File: src/rtl/core/rpvg_pkg.sv
package rpvg_pkg;

    localparam int MAX_SIDES_DFLT = 63;

    localparam int SIDES_W = 6;
    localparam int COORD_W = 16;

    // Q2.30 constants
    localparam logic [30:0] HALF_PI_Q30 = 31'd1686629713;
    localparam logic [30:0] Q30_ONE     = 31'h4000_0000;
    localparam logic [30:0] RND_HALF    = 31'd32768;

    // shared divider geometry
    localparam int DIV_N_W = 36;
    localparam int DIV_D_W = 7;

    // Taylor sequencer: cos and sin terms interleaved, cos on even steps
    localparam int          TERM_CNT  = 9;
    localparam logic [3:0]  TERM_LAST = 4'(TERM_CNT - 1);

    typedef struct packed {
        logic       load;
        logic       emit_centre;
        logic       div_angle;
        logic       take_angle;
        logic       square;
        logic       div_term;
        logic       acc_term;
        logic       emit_vertex;
        logic       advance;
        logic       reduce;
        logic [3:0] step;
    } t_dp_cmd;

    typedef struct packed {
        logic sides_zero;
        logic div_done;
        logic rem_ge_sides;
        logic last_vertex;
    } t_dp_stat;

    // k*(k+1) divisor of each term
    function automatic logic [DIV_D_W-1:0] term_div(input logic [3:0] step);
        logic [DIV_D_W-1:0] d;
        case (step)
            4'd0:    d = 7'd2;
            4'd1:    d = 7'd6;
            4'd2:    d = 7'd12;
            4'd3:    d = 7'd20;
            4'd4:    d = 7'd30;
            4'd5:    d = 7'd42;
            4'd6:    d = 7'd56;
            4'd7:    d = 7'd72;
            4'd8:    d = 7'd90;
            default: d = 7'd90;
        endcase
        return d;
    endfunction

    // alternating signs: first term of each series subtracts
    function automatic logic term_sub(input logic [3:0] step);
        logic s;
        case (step)
            4'd0, 4'd1, 4'd4, 4'd5, 4'd8: s = 1'b1;
            default:                      s = 1'b0;
        endcase
        return s;
    endfunction

endpackage

File: src/rtl/core/rpvg_div.sv
module rpvg_div #(
    parameter int N_W = rpvg_pkg::DIV_N_W,
    parameter int D_W = rpvg_pkg::DIV_D_W
) (
    input  logic           i_clk,
    input  logic           i_rst_n,
    input  logic           i_start,
    input  logic [N_W-1:0] i_dividend,
    input  logic [D_W-1:0] i_divisor,
    output logic [N_W-1:0] o_quotient,
    output logic           o_done
);
    // radix-4 restoring divider, two quotient bits per cycle
    localparam int STEPS = (N_W + 1) / 2;
    localparam int CNT_W = $clog2(STEPS);
    localparam logic [CNT_W-1:0] CNT_LAST = CNT_W'(STEPS - 1);

    logic [N_W-1:0]   r_num;
    logic [D_W-1:0]   r_rem;
    logic [D_W-1:0]   r_den;
    logic [CNT_W-1:0] r_cnt;
    logic             r_busy;
    logic             r_done;

    logic [D_W+1:0] t_part;
    logic [D_W+1:0] d1, d2, d3;
    logic [D_W+1:0] n_part;
    logic [1:0]     n_digit;

    always_comb begin
        t_part = {r_rem, r_num[N_W-1:N_W-2]};
        d1     = {2'b00, r_den};
        d2     = {1'b0, r_den, 1'b0};
        d3     = d1 + d2;
        if (t_part >= d3) begin
            n_digit = 2'd3;
            n_part  = t_part - d3;
        end else if (t_part >= d2) begin
            n_digit = 2'd2;
            n_part  = t_part - d2;
        end else if (t_part >= d1) begin
            n_digit = 2'd1;
            n_part  = t_part - d1;
        end else begin
            n_digit = 2'd0;
            n_part  = t_part;
        end
    end

    always_ff @(posedge i_clk) begin
        if (!i_rst_n) begin
            r_busy <= 1'b0;
            r_done <= 1'b0;
            r_cnt  <= '0;
        end else begin
            r_done <= 1'b0;
            if (i_start) begin
                r_busy <= 1'b1;
                r_cnt  <= '0;
            end else if (r_busy) begin
                r_cnt <= r_cnt + 1'b1;
                if (r_cnt == CNT_LAST) begin
                    r_busy <= 1'b0;
                    r_done <= 1'b1;
                end
            end
        end
    end

    always_ff @(posedge i_clk) begin
        if (i_start) begin
            r_num <= i_dividend;
            r_rem <= '0;
            r_den <= i_divisor;
        end else if (r_busy) begin
            r_num <= {r_num[N_W-3:0], n_digit};
            r_rem <= n_part[D_W-1:0];
        end
    end

    assign o_quotient = r_num;
    assign o_done     = r_done;

    a_start_idle: assert property (@(posedge i_clk) disable iff (!i_rst_n)
        i_start |-> !r_busy)
        else $error("divider restarted while busy");

    a_done_after_busy: assert property (@(posedge i_clk) disable iff (!i_rst_n)
        r_done |-> $past(r_busy) && !r_busy)
        else $error("divider done without a finished run");

endmodule

File: src/rtl/core/rpvg_ctrl.sv
module rpvg_ctrl (
    input  logic               i_clk,
    input  logic               i_rst_n,
    input  logic               i_start,
    input  rpvg_pkg::t_dp_stat i_stat,
    output rpvg_pkg::t_dp_cmd  o_cmd,
    output logic               o_busy
);
    import rpvg_pkg::*;

    localparam logic [3:0] S_IDLE      = 4'd0;
    localparam logic [3:0] S_CENTRE    = 4'd1;
    localparam logic [3:0] S_ANGLE     = 4'd2;
    localparam logic [3:0] S_WAIT_ANG  = 4'd3;
    localparam logic [3:0] S_SQUARE    = 4'd4;
    localparam logic [3:0] S_TERM      = 4'd5;
    localparam logic [3:0] S_WAIT_TERM = 4'd6;
    localparam logic [3:0] S_EMIT      = 4'd7;
    localparam logic [3:0] S_REDUCE    = 4'd8;

    logic [3:0] r_state, n_state;
    logic [3:0] r_step,  n_step;

    always_comb begin
        n_state    = r_state;
        n_step     = r_step;
        o_cmd      = '0;
        o_cmd.step = r_step;
        unique case (r_state)
            S_IDLE: begin
                if (i_start) begin
                    o_cmd.load = 1'b1;
                    n_state    = S_CENTRE;
                end
            end
            S_CENTRE: begin
                o_cmd.emit_centre = 1'b1;
                n_state = i_stat.sides_zero ? S_IDLE : S_ANGLE;
            end
            S_ANGLE: begin
                o_cmd.div_angle = 1'b1;
                n_state = S_WAIT_ANG;
            end
            S_WAIT_ANG: begin
                if (i_stat.div_done) begin
                    o_cmd.take_angle = 1'b1;
                    n_state = S_SQUARE;
                end
            end
            S_SQUARE: begin
                o_cmd.square = 1'b1;
                n_step  = '0;
                n_state = S_TERM;
            end
            S_TERM: begin
                o_cmd.div_term = 1'b1;
                n_state = S_WAIT_TERM;
            end
            S_WAIT_TERM: begin
                if (i_stat.div_done) begin
                    o_cmd.acc_term = 1'b1;
                    if (r_step == TERM_LAST) begin
                        n_state = S_EMIT;
                    end else begin
                        n_step  = r_step + 1'b1;
                        n_state = S_TERM;
                    end
                end
            end
            S_EMIT: begin
                o_cmd.emit_vertex = 1'b1;
                if (i_stat.last_vertex) begin
                    n_state = S_IDLE;
                end else begin
                    o_cmd.advance = 1'b1;
                    n_state = S_REDUCE;
                end
            end
            S_REDUCE: begin
                if (i_stat.rem_ge_sides) begin
                    o_cmd.reduce = 1'b1;
                end else begin
                    n_state = S_ANGLE;
                end
            end
            default: n_state = S_IDLE;
        endcase
    end

    always_ff @(posedge i_clk) begin
        if (!i_rst_n) begin
            r_state <= S_IDLE;
            r_step  <= '0;
        end else begin
            r_state <= n_state;
            r_step  <= n_step;
        end
    end

    assign o_busy = (r_state != S_IDLE);

    a_step_range: assert property (@(posedge i_clk) disable iff (!i_rst_n)
        r_step <= TERM_LAST)
        else $error("term step out of range");

    a_last_to_idle: assert property (@(posedge i_clk) disable iff (!i_rst_n)
        (r_state == S_EMIT) && i_stat.last_vertex |=> (r_state == S_IDLE))
        else $error("final vertex did not end the item");

endmodule

File: src/rtl/core/rpvg_datapath.sv
module rpvg_datapath #(
    parameter int MAX_SIDES = rpvg_pkg::MAX_SIDES_DFLT
) (
    input  logic                              i_clk,
    input  logic                              i_rst_n,
    input  rpvg_pkg::t_dp_cmd                 i_cmd,
    input  logic [rpvg_pkg::SIDES_W-1:0]      i_sides,
    output rpvg_pkg::t_dp_stat                o_stat,
    output logic                              o_valid,
    output logic [rpvg_pkg::SIDES_W-1:0]      o_vertex_index,
    output logic signed [rpvg_pkg::COORD_W-1:0] o_x_coord,
    output logic signed [rpvg_pkg::COORD_W-1:0] o_y_coord,
    output logic                              o_last_vertex
);
    import rpvg_pkg::*;

    localparam logic [1:0] QUAD_0 = 2'd0;
    localparam logic [1:0] QUAD_1 = 2'd1;
    localparam logic [1:0] QUAD_2 = 2'd2;

    localparam logic [SIDES_W-1:0] SIDES_CAP = SIDES_W'(MAX_SIDES);

    logic [SIDES_W-1:0] r_sides;
    logic [SIDES_W-1:0] r_vi;     // vertex number i, output index is i+1
    logic [1:0]         r_quad;
    logic [SIDES_W:0]   r_rem;    // 4i - quad*s, may exceed s until reduced
    logic [29:0]        r_a;
    logic [29:0]        r_a2;
    logic [30:0]        r_ts, r_tc, r_sn, r_cs;

    logic                     r_valid;
    logic [SIDES_W-1:0]       r_vertex_index;
    logic signed [COORD_W-1:0] r_x, r_y;
    logic                     r_last;

    logic                 swap;
    logic [SIDES_W-1:0]   rem_red;
    logic [36:0]          ang_prod;
    logic [59:0]          sq_prod;
    logic [30:0]          prev;
    logic [60:0]          term_prod;
    logic [DIV_N_W-1:0]   div_num;
    logic [DIV_D_W-1:0]   div_den;
    logic [DIV_N_W-1:0]   div_quo;
    logic                 div_done;
    logic                 is_cos;
    logic [30:0]          cs_rnd, sn_rnd;
    logic signed [COORD_W-1:0] c_val, s_val, c_sw, s_sw;
    logic [SIDES_W-1:0]   vi_next;

    assign vi_next = r_vi + 1'b1;
    assign swap    = {r_rem, 1'b0} > {2'b00, r_sides};
    assign rem_red = swap ? (r_sides - r_rem[SIDES_W-1:0]) : r_rem[SIDES_W-1:0];
    assign is_cos  = ~i_cmd.step[0];

    always_comb begin
        ang_prod  = HALF_PI_Q30 * rem_red;
        sq_prod   = r_a * r_a;
        prev      = is_cos ? r_tc : r_ts;
        term_prod = prev * r_a2;
        if (i_cmd.div_angle) begin
            div_num = ang_prod[DIV_N_W-1:0];
            div_den = {1'b0, r_sides};
        end else begin
            div_num = {{(DIV_N_W-31){1'b0}}, term_prod[60:30]};
            div_den = term_div(i_cmd.step);
        end
    end

    rpvg_div #(
        .N_W (DIV_N_W),
        .D_W (DIV_D_W)
    ) u_div (
        .i_clk      (i_clk),
        .i_rst_n    (i_rst_n),
        .i_start    (i_cmd.div_angle | i_cmd.div_term),
        .i_dividend (div_num),
        .i_divisor  (div_den),
        .o_quotient (div_quo),
        .o_done     (div_done)
    );

    always_ff @(posedge i_clk) begin
        if (i_cmd.load) begin
            r_sides <= (i_sides > SIDES_CAP) ? SIDES_CAP : i_sides;
            r_vi    <= '0;
            r_quad  <= QUAD_0;
            r_rem   <= '0;
        end
        if (i_cmd.advance) begin
            r_vi  <= vi_next;
            r_rem <= r_rem + (SIDES_W+1)'(4);
        end
        if (i_cmd.reduce) begin
            r_rem  <= r_rem - {1'b0, r_sides};
            r_quad <= r_quad + 1'b1;
        end
        if (i_cmd.take_angle) begin
            r_a  <= div_quo[29:0];
            r_ts <= {1'b0, div_quo[29:0]};
            r_sn <= {1'b0, div_quo[29:0]};
            r_tc <= Q30_ONE;
            r_cs <= Q30_ONE;
        end
        if (i_cmd.square) begin
            r_a2 <= sq_prod[59:30];
        end
        if (i_cmd.acc_term) begin
            if (is_cos) begin
                r_tc <= div_quo[30:0];
                r_cs <= term_sub(i_cmd.step) ? r_cs - div_quo[30:0]
                                             : r_cs + div_quo[30:0];
            end else begin
                r_ts <= div_quo[30:0];
                r_sn <= term_sub(i_cmd.step) ? r_sn - div_quo[30:0]
                                             : r_sn + div_quo[30:0];
            end
        end
    end

    // round Q2.30 to Q2.14, then fold the octant and quadrant back in
    always_comb begin
        cs_rnd = r_cs + RND_HALF;
        sn_rnd = r_sn + RND_HALF;
        c_val  = {1'b0, cs_rnd[30:16]};
        s_val  = {1'b0, sn_rnd[30:16]};
        c_sw   = swap ? s_val : c_val;
        s_sw   = swap ? c_val : s_val;
    end

    always_ff @(posedge i_clk) begin
        if (!i_rst_n) begin
            r_valid <= 1'b0;
        end else begin
            r_valid <= i_cmd.emit_centre | i_cmd.emit_vertex;
        end
    end

    always_ff @(posedge i_clk) begin
        if (i_cmd.emit_centre) begin
            r_vertex_index <= '0;
            r_x            <= '0;
            r_y            <= '0;
            r_last         <= (r_sides == '0);
        end else if (i_cmd.emit_vertex) begin
            r_vertex_index <= vi_next;
            r_last         <= (vi_next == r_sides);
            case (r_quad)
                QUAD_0: begin
                    r_x <= c_sw;
                    r_y <= s_sw;
                end
                QUAD_1: begin
                    r_x <= -s_sw;
                    r_y <= c_sw;
                end
                QUAD_2: begin
                    r_x <= -c_sw;
                    r_y <= -s_sw;
                end
                default: begin
                    r_x <= s_sw;
                    r_y <= -c_sw;
                end
            endcase
        end
    end

    always_comb begin
        o_stat.sides_zero   = (r_sides == '0);
        o_stat.div_done     = div_done;
        o_stat.rem_ge_sides = (r_rem >= {1'b0, r_sides});
        o_stat.last_vertex  = (vi_next == r_sides);
    end

    assign o_valid        = r_valid;
    assign o_vertex_index = r_vertex_index;
    assign o_x_coord      = r_x;
    assign o_y_coord      = r_y;
    assign o_last_vertex  = r_last;

    a_rem_reduced: assert property (@(posedge i_clk) disable iff (!i_rst_n)
        i_cmd.div_angle |-> (r_rem < {1'b0, r_sides}))
        else $error("angle started before remainder was reduced");

endmodule

File: src/rtl/core/regular_polygon_vertex_generator_top.sv
// Channel    Handshake            Payload
// ---------  -------------------  -------------------------------------------------
// command    start / busy         i_sides
// result     o_valid (strobe)     o_vertex_index, o_x_coord, o_y_coord, o_last_vertex
//
// A command beat is taken when start is high and busy is low; s+1 result beats follow.
// The centre beat follows the command via the CENTRE state and the strobe register; each vertex
// then needs the angle division and 9 Taylor terms, all on the one shared radix-4 divider,
// plus quadrant bookkeeping.
// Synchronous active-low reset returns the sequencer to idle and drops the strobe.
// Results cannot be stalled; each strobe lasts one cycle.
module regular_polygon_vertex_generator_top #(
    parameter int MAX_SIDES = rpvg_pkg::MAX_SIDES_DFLT
) (
    input  logic                                i_clk,
    input  logic                                i_rst_n,
    input  logic                                start,
    output logic                                busy,
    input  logic [rpvg_pkg::SIDES_W-1:0]        i_sides,
    output logic                                o_valid,
    output logic [rpvg_pkg::SIDES_W-1:0]        o_vertex_index,
    output logic signed [rpvg_pkg::COORD_W-1:0] o_x_coord,
    output logic signed [rpvg_pkg::COORD_W-1:0] o_y_coord,
    output logic                                o_last_vertex
);
    import rpvg_pkg::*;

    t_dp_cmd  cmd;
    t_dp_stat stat;

    rpvg_ctrl u_ctrl (
        .i_clk   (i_clk),
        .i_rst_n (i_rst_n),
        .i_start (start),
        .i_stat  (stat),
        .o_cmd   (cmd),
        .o_busy  (busy)
    );

    rpvg_datapath #(
        .MAX_SIDES (MAX_SIDES)
    ) u_dp (
        .i_clk          (i_clk),
        .i_rst_n        (i_rst_n),
        .i_cmd          (cmd),
        .i_sides        (i_sides),
        .o_stat         (stat),
        .o_valid        (o_valid),
        .o_vertex_index (o_vertex_index),
        .o_x_coord      (o_x_coord),
        .o_y_coord      (o_y_coord),
        .o_last_vertex  (o_last_vertex)
    );

endmodule

File: config.mk
export PLATFORM = sky130hd
export DESIGN_NAME = regular_polygon_vertex_generator_top
export DESIGN_NICKNAME = d
export VERILOG_FILES = /design/src/rtl/core/rpvg_pkg.sv /design/src/rtl/core/rpvg_div.sv /design/src/rtl/core/rpvg_ctrl.sv /design/src/rtl/core/rpvg_datapath.sv /design/src/rtl/core/regular_polygon_vertex_generator_top.sv
export SDC_FILE = /design/constraint.sdc
export NUM_CORES = 2
export LEC_CHECK = 0
export ABC_CLOCK_PERIOD_IN_PS = 11020
export BUFFER_PORTS_ARGS = -buffer_cell sky130_fd_sc_hd__buf_2
export CORE_MARGIN = 8
export CORE_UTILIZATION = 54
export CTS_CLUSTER_SIZE = 10
export DETAILED_ROUTE_END_ITERATION = 6
export GPL_TIMING_DRIVEN = 1
export PLACE_DENSITY = 0.7
export SYNTH_ARGS = -nofsm -noshare
export SYNTH_HDL_FRONTEND = slang
export SYNTH_SLANG_ARGS = --single-unit
File: constraint.sdc
create_clock -name i_clk -period 11.02 [get_ports i_clk]
set_input_delay 1.102 -clock i_clk [delete_from_list [all_inputs] [get_ports i_clk]]
set_output_delay 1.102 -clock i_clk [all_outputs]
set_load 0.01 [all_outputs]
Yosys cells after proc, flatten, opt, wreduce, memory -nomap -nowiden
Memory sizes are Yosys's and may differ from the RTL's. A register that Yosys moved wholly into a read port is not among the register bits.
Cells that the tools add are included.
{"block": "classes", "eq_ne": 21, "bitwise_logic": 4, "reduce_logical": 16, "magnitude_cmp": 6, "n_mux": 74, "n_mul": 3, "addsub": 19}
{"op": "$mux 31", "n": 15}
{"op": "$mux 36", "n": 3}
{"op": "$pmux 16 s3", "n": 2}
{"op": "$add 31x16->31 const B", "n": 2}
{"op": "$add 31x31->31", "n": 2}
{"op": "$sub 31x31->31", "n": 2}
{"op": "$mul 31x30->61", "n": 1}
{"op": "$mul 30x30->60", "n": 1}
{"op": "$mux 7", "n": 6}
{"op": "$mul 31x6->36 const A", "n": 1}
{"op": "$mux 4", "n": 9}
{"op": "$pmux 4 s9", "n": 1}
{"op": "$neg 16->16", "n": 2}
{"op": "$mux 15", "n": 2}
{"op": "$eq 4x3->1 const B", "n": 6}
{"op": "$mux 1", "n": 24}
{"op": "$mux 6", "n": 4}
{"op": "$sub 7x7->7", "n": 3}
{"op": "$mux 2", "n": 7}
{"op": "$reduce_bool 2->1", "n": 5}
{"op": "$add 7x8->9", "n": 1}
{"op": "$ge 9x7->1", "n": 1}
{"op": "$ge 9x8->1", "n": 1}
{"op": "$ge 9x9->1", "n": 1}
{"op": "32 further kinds", "n": 41}
{"block": "totals", "out_inout_bits": 41, "in_bits": 9, "ff_bits": 310, "mem_bits_ro": 96, "memories": 1}
{"name": "(no name shown)", "depth": 16, "width": 6, "read_ports": 1, "rd_clocked_by_memory_dff": 1, "wr": 0, "line": "rpvg_pkg.sv:45", "source": "case (step)"}

Depth between registers and ports, before layout
{"block": "logic_depth", "depth_word": 8, "ltp_mapped": 33}

Cells and area by module
From an unflattened synthesis, not the netlist that was laid out.
{"block": "unflattened", "hier_cells": 8360, "hier_area_um2": 76693.6}
{"mod": "rpvg_datapath", "instances": 1, "area_per_inst_um2": 72442.0, "cells_each": 7955}
{"mod": "rpvg_div", "instances": 1, "area_per_inst_um2": 3681.0, "cells_each": 331}
{"mod": "rpvg_ctrl", "instances": 1, "area_per_inst_um2": 570.5, "cells_each": 74}

Worst setup path after synthesis
OpenSTA, ideal clock, no wires.
{"block": "synth_timing", "path_kind": "register -> register", "startpoint": "register u_ctrl.r_step[0]", "endpoint": "register u_dp.u_div.r_num[29] (netlist: u_dp.u_div.o_quotient[29]), data pin", "required_ns": 10.749, "t_arrival_ns": 8.228, "path_stages_with_launch": 30, "path_buffers": 3, "slack_ns": 2.521, "cell_sequence": "dfxtp_1 buf_2 buf_1 mux2_2 clkbuf_1 and2_1 fa_1 fa_1 fa_1 inv_1 fa_1 inv_1 fa_1 fa_1 fa_1 inv_1 fa_1 inv_1 ha_1 a21oi_1 o21ai_0 or3_1 a31oi_1 o41a_1 o21ai_0 a41oi_1 o21ai_2 a31o_2 a2111oi_0 nor3_1"}
{"block": "synth_between", "elab_chain_cells": 4}
{"element": "from (decl)", "line": "rpvg_ctrl.sv:22", "source": "logic [3:0] r_step, n_step;"}
{"element": "from (signal assigned)", "line": "rpvg_ctrl.sv:96", "source": "r_step <= n_step;"}
{"element": "$mux 31", "line": "rpvg_datapath.sv:59", "source": "prev = is_cos ? r_tc : r_ts;"}
{"element": "$mul 31x30->61", "line": "rpvg_datapath.sv:60", "source": "term_prod = prev * r_a2;"}
{"element": "$mux 36", "line": "rpvg_datapath.sv:61", "source": "if (i_cmd.div_angle) begin"}
{"element": "$mux 36", "line": "rpvg_div.sv:71", "source": "if (i_start) begin"}
{"element": "to (signal assigned)", "line": "rpvg_div.sv:72", "source": "r_num <= i_dividend;"}
{"element": "to (signal assigned)", "line": "rpvg_div.sv:76", "source": "r_num <= {r_num[N_W-3:0], n_digit};"}
{"element": "to (decl)", "line": "rpvg_div.sv:18", "source": "logic [N_W-1:0] r_num;"}
No other way between the ends.
A chain may end at the register's enable or synchronous reset.

Worst setup path after layout
Same ends and word-level chain as after synthesis.

==> run metrics <==
DIE AREA 153200 um2; area fraction of the dominant cell type after synthesis 0.4044; Worst-path clk slew 0.06 ns; RSZ-0062 raised after global routing false; Most used DFF post-synth dfxtp_1; Max-Slew Margin vs Limit 0.1568; synthesized net count 10600; Core ar. 139700 um2; required time worst endpoint 11.34 ns; Placed Area 78060 um2; EDFF count, synth 125; post-DR vias/cell 5.585; Storage cell area 7579 um2; worst hold path class reg -> reg; nets 10420; P_sw 0.002693 W; r2r worst-path depth 26; FFs w/ async S/R, synth 0; status complete, no violations; Max IR drop VDD 0.2937 mV; Synth area leaders fa_1 (40%), ha_1 (11%), inv_1 (9.2%); Synth Area in Compound Gates 0.07495; worst skew pair latency 0.61 ns; HPWL Detailed 158.7 mm; post_cts resized 0; Crit Path Class reg -> reg; post-synthesis register bit count 316; cell accounting for the most synthesized area fa_1; drt first pass iters 6; fill count 12250; Clock Skew 0.05313 ns; max-cap check violation count 0; design area 79310 um2; Crit. End Element flop; multi-input logic area 60050 um2; hold_buf cts 0; Setup Buffers After CTS 0; CP max stage delay 0.99 ns; slowest CP cell dfxtp_2; Clock Power Share 0.205; overall global routing resource usage 0.2709; I/O pins 50; worst-margin pin slew 1.265 ns; Site Rows 137; Vias 56330; largest net degree at the start of global routing 56; antenna fix cells 0; Hold Path Stages 2; Post-Synth Adder-Cell Area 0.5182; post-route clock period utilization 0.8984; Unique masters post-synth 97; Synth warnings 0; P&R area growth vs syn 4.237%; antenna viol nets, final 0; die height 391.4 um; mux cell area share after synthesis 0.01610; CP max FO 37; Synth Cell Area 76090 um2; Max H-tree Level 2; leakage 40.69 nW; Starting Density 0.5447; Max Buffers Root-to-Sink 3; clk root buf clkbuf_16; Fmax 101.0 MHz; Seq/Total Area, Yosys 0.09958; pre-CTS WS 1.347 ns; post-layout minimum cycle time 9.901 ns; initial antenna violation count 8; final core occ 0.5677; critical path data arrival time 10.23 ns; setup tns final 0 ns; Reg power frac 0.250; Gate power share 0.545; xor/xnor share of the synthesized area 0.03108; WL final 203.5 mm; CTS tree built; Pins Over Slew Limit 0; WL per Instance 20.17 um; switch share 0.4346; global-route wire length before repair 331.2 mm; Clock Sinks 316; Hold Violations, Final 0; layout cells sized above 1 0.03983; vias in the first global route 62290; TritonCTS buffer count 40; drt drc 0; Die Wd 391.4 um; Avg Cell Area, Syn 9.097 um2; simple-gate share of the synthesized area 0.1484; cell internal pwr 0.003504 W; DRT iter0 DRCs 3728; IO Port Bufs 49; total power 0.006197 W; Crit path top cell by count fa_1; worst setup margin 1.119 ns; Final Setup Violations 0; CP Launch Type flop; RePlAce Congestion 0.9125; PD cells 78.14 nW/um2; largest family of logic cells by synthesized area adder cells; Syn Inst Count 8364; total gr overflow 0
## power by group through the flow
stage               logic (W)  registers [W]  clock network, W
detailed placement    0.00333        0.00157                 0
finish                0.00337        0.00155           0.00127
CTS                   0.00335        0.00154           0.00129
floorplan             0.00265        0.00143                 0
global route          0.00375        0.00155           0.00134
global placement      0.00326        0.00157                 0
## Yosys cell counts, types with 28 or more instances
master,number
o21bai_1,30
edfxtp_1,125
ha_1,692
nand2_1,918
a221oi_1,28
mux2i_1,38
nand3_1,133
o21ai_0,186
dfxtp_1,191
xnor2_1,156
a21oi_1,254
nor2_1,270
a31oi_1,45
inv_1,1873
and3_1,37
fa_1,1537
nor3_1,57
xor2_1,114
nor2b_1,35
a21o_1,103
nand4_1,38
a211oi_1,37
and2_1,700
mux2_2,69
clkbuf_1,355
## cell usage in the layout, fill, tap and decap left out, types with 21 or more instances in the layout
cell	count
nand2b_1	26
nor3_1	57
edfxtp_1	125
and2_1	700
inv_1	1872
dfxtp_1	190
nand4_1	38
buf_2	49
and3_1	37
nor2b_1	35
fa_1	1537
xnor2_1	156
a21o_1	103
o21a_1	26
a221oi_1	28
nand2_1	917
nand3_1	133
buf_4	107
o21ai_0	186
a31oi_1	45
xor2_1	114
clkbuf_1	21
a21oi_1	254
mux2i_1	38
mux2_2	69
o21bai_1	30
a211oi_1	37
nor2_1	265
clkbuf_16	41
ha_1	692
## routing by layer
| layer | GRT usage | up-vias | part of all wire |
|---|---|---|---|
| met4 | 0.1184 | 2 | 0.051 |
| met1 | 0.3311 | 28540 | 0.39 |
| met3 | 0.04784 | 577 | 0.070 |
| met5 | 0 | - | 0.000054 |
| met2 | 0.4705 | 2017 | 0.49 |
| li1 | - | 25190 | - |
## final cells by class
cell class | instances | share of cell area
repair buffers | 156 | 0.01322
inverters | 1877 | 0.08883
multi-input cells | 5790 | 0.7570
well taps | 1876 | 0.02959
flip-flops and latches | 316 | 0.09555
clock inverters | 7 | 0.001483
clock buffers | 64 | 0.01428
## worst paths after layout
kind	to	slack, ns	startpoint
setup / recovery	u_dp.u_div.o_quotient[29]$_DFFE_PP_	1.12	u_ctrl.r_step[0]$_SDFFE_PN0P_
hold / removal	u_dp.o_x_coord[3]$_SDFFE_PP0P_	0.44	u_dp.o_x_coord[3]$_SDFFE_PP0P_
setup reg to reg	u_dp.u_div.o_quotient[29]$_DFFE_PP_	1.12	u_ctrl.r_step[0]$_SDFFE_PN0P_
hold reg to reg	u_dp.o_x_coord[3]$_SDFFE_PP0P_	0.44	u_dp.o_x_coord[3]$_SDFFE_PP0P_
## per-stage QoR
stage	hold WS (ns)	std cells
6_report	0.4446	10090
4_1_cts	0.4504	10090
3_3_place_gp	0.4317	10020
3_5_place_dp	0.4370	10020
2_1_floorplan	0.4206	8364
5_1_grt	0.4687	10090
## worst max-delay path, delay by kind of cell (launching register included)
family / cells / cell delay, ns
adder cells (fa/ha/maj): 9 / 4.30
AO/OA/AOI/OAI: 9 / 2.72
flip-flops: 1 / 0.99
multiplexers: 1 / 0.86
AND/OR/NAND/NOR: 3 / 0.51
buffers and inverters: 4 / 0.21
## registers in the layout, indices dropped and copies added (netlist names), 2 cells and up, named ones only
name / cells
u_dp.r_rem: 7
u_dp.r_sn: 31
u_dp.u_div.r_cnt: 5
u_dp.r_vi: 6
u_dp.r_sides: 6
u_dp.r_cs: 31
u_dp.o_vertex_index: 6
u_ctrl.r_step: 4
u_dp.r_ts: 31
u_dp.r_a: 30
u_dp.o_y_coord: 16
u_dp.r_tc: 31
u_dp.o_x_coord: 16
u_dp.u_div.o_quotient: 36
u_dp.u_div.r_rem: 7
u_ctrl.r_state: 4
u_dp.r_a2: 30
u_dp.u_div.r_den: 7
u_dp.r_quad: 2
## cells by family (layout without fill, tap and decap cells)
family,after synthesis,after routing
buffers and inverters,2258,2104
AOI/OAI and AO/OA,883,883
adders and majority gates,2229,2229
muxes,112,112
xor gates and xnor gates,270,270
DFF,316,316
and+or+nand+nor,2296,2296
Power figures use the tool's default switching activity.
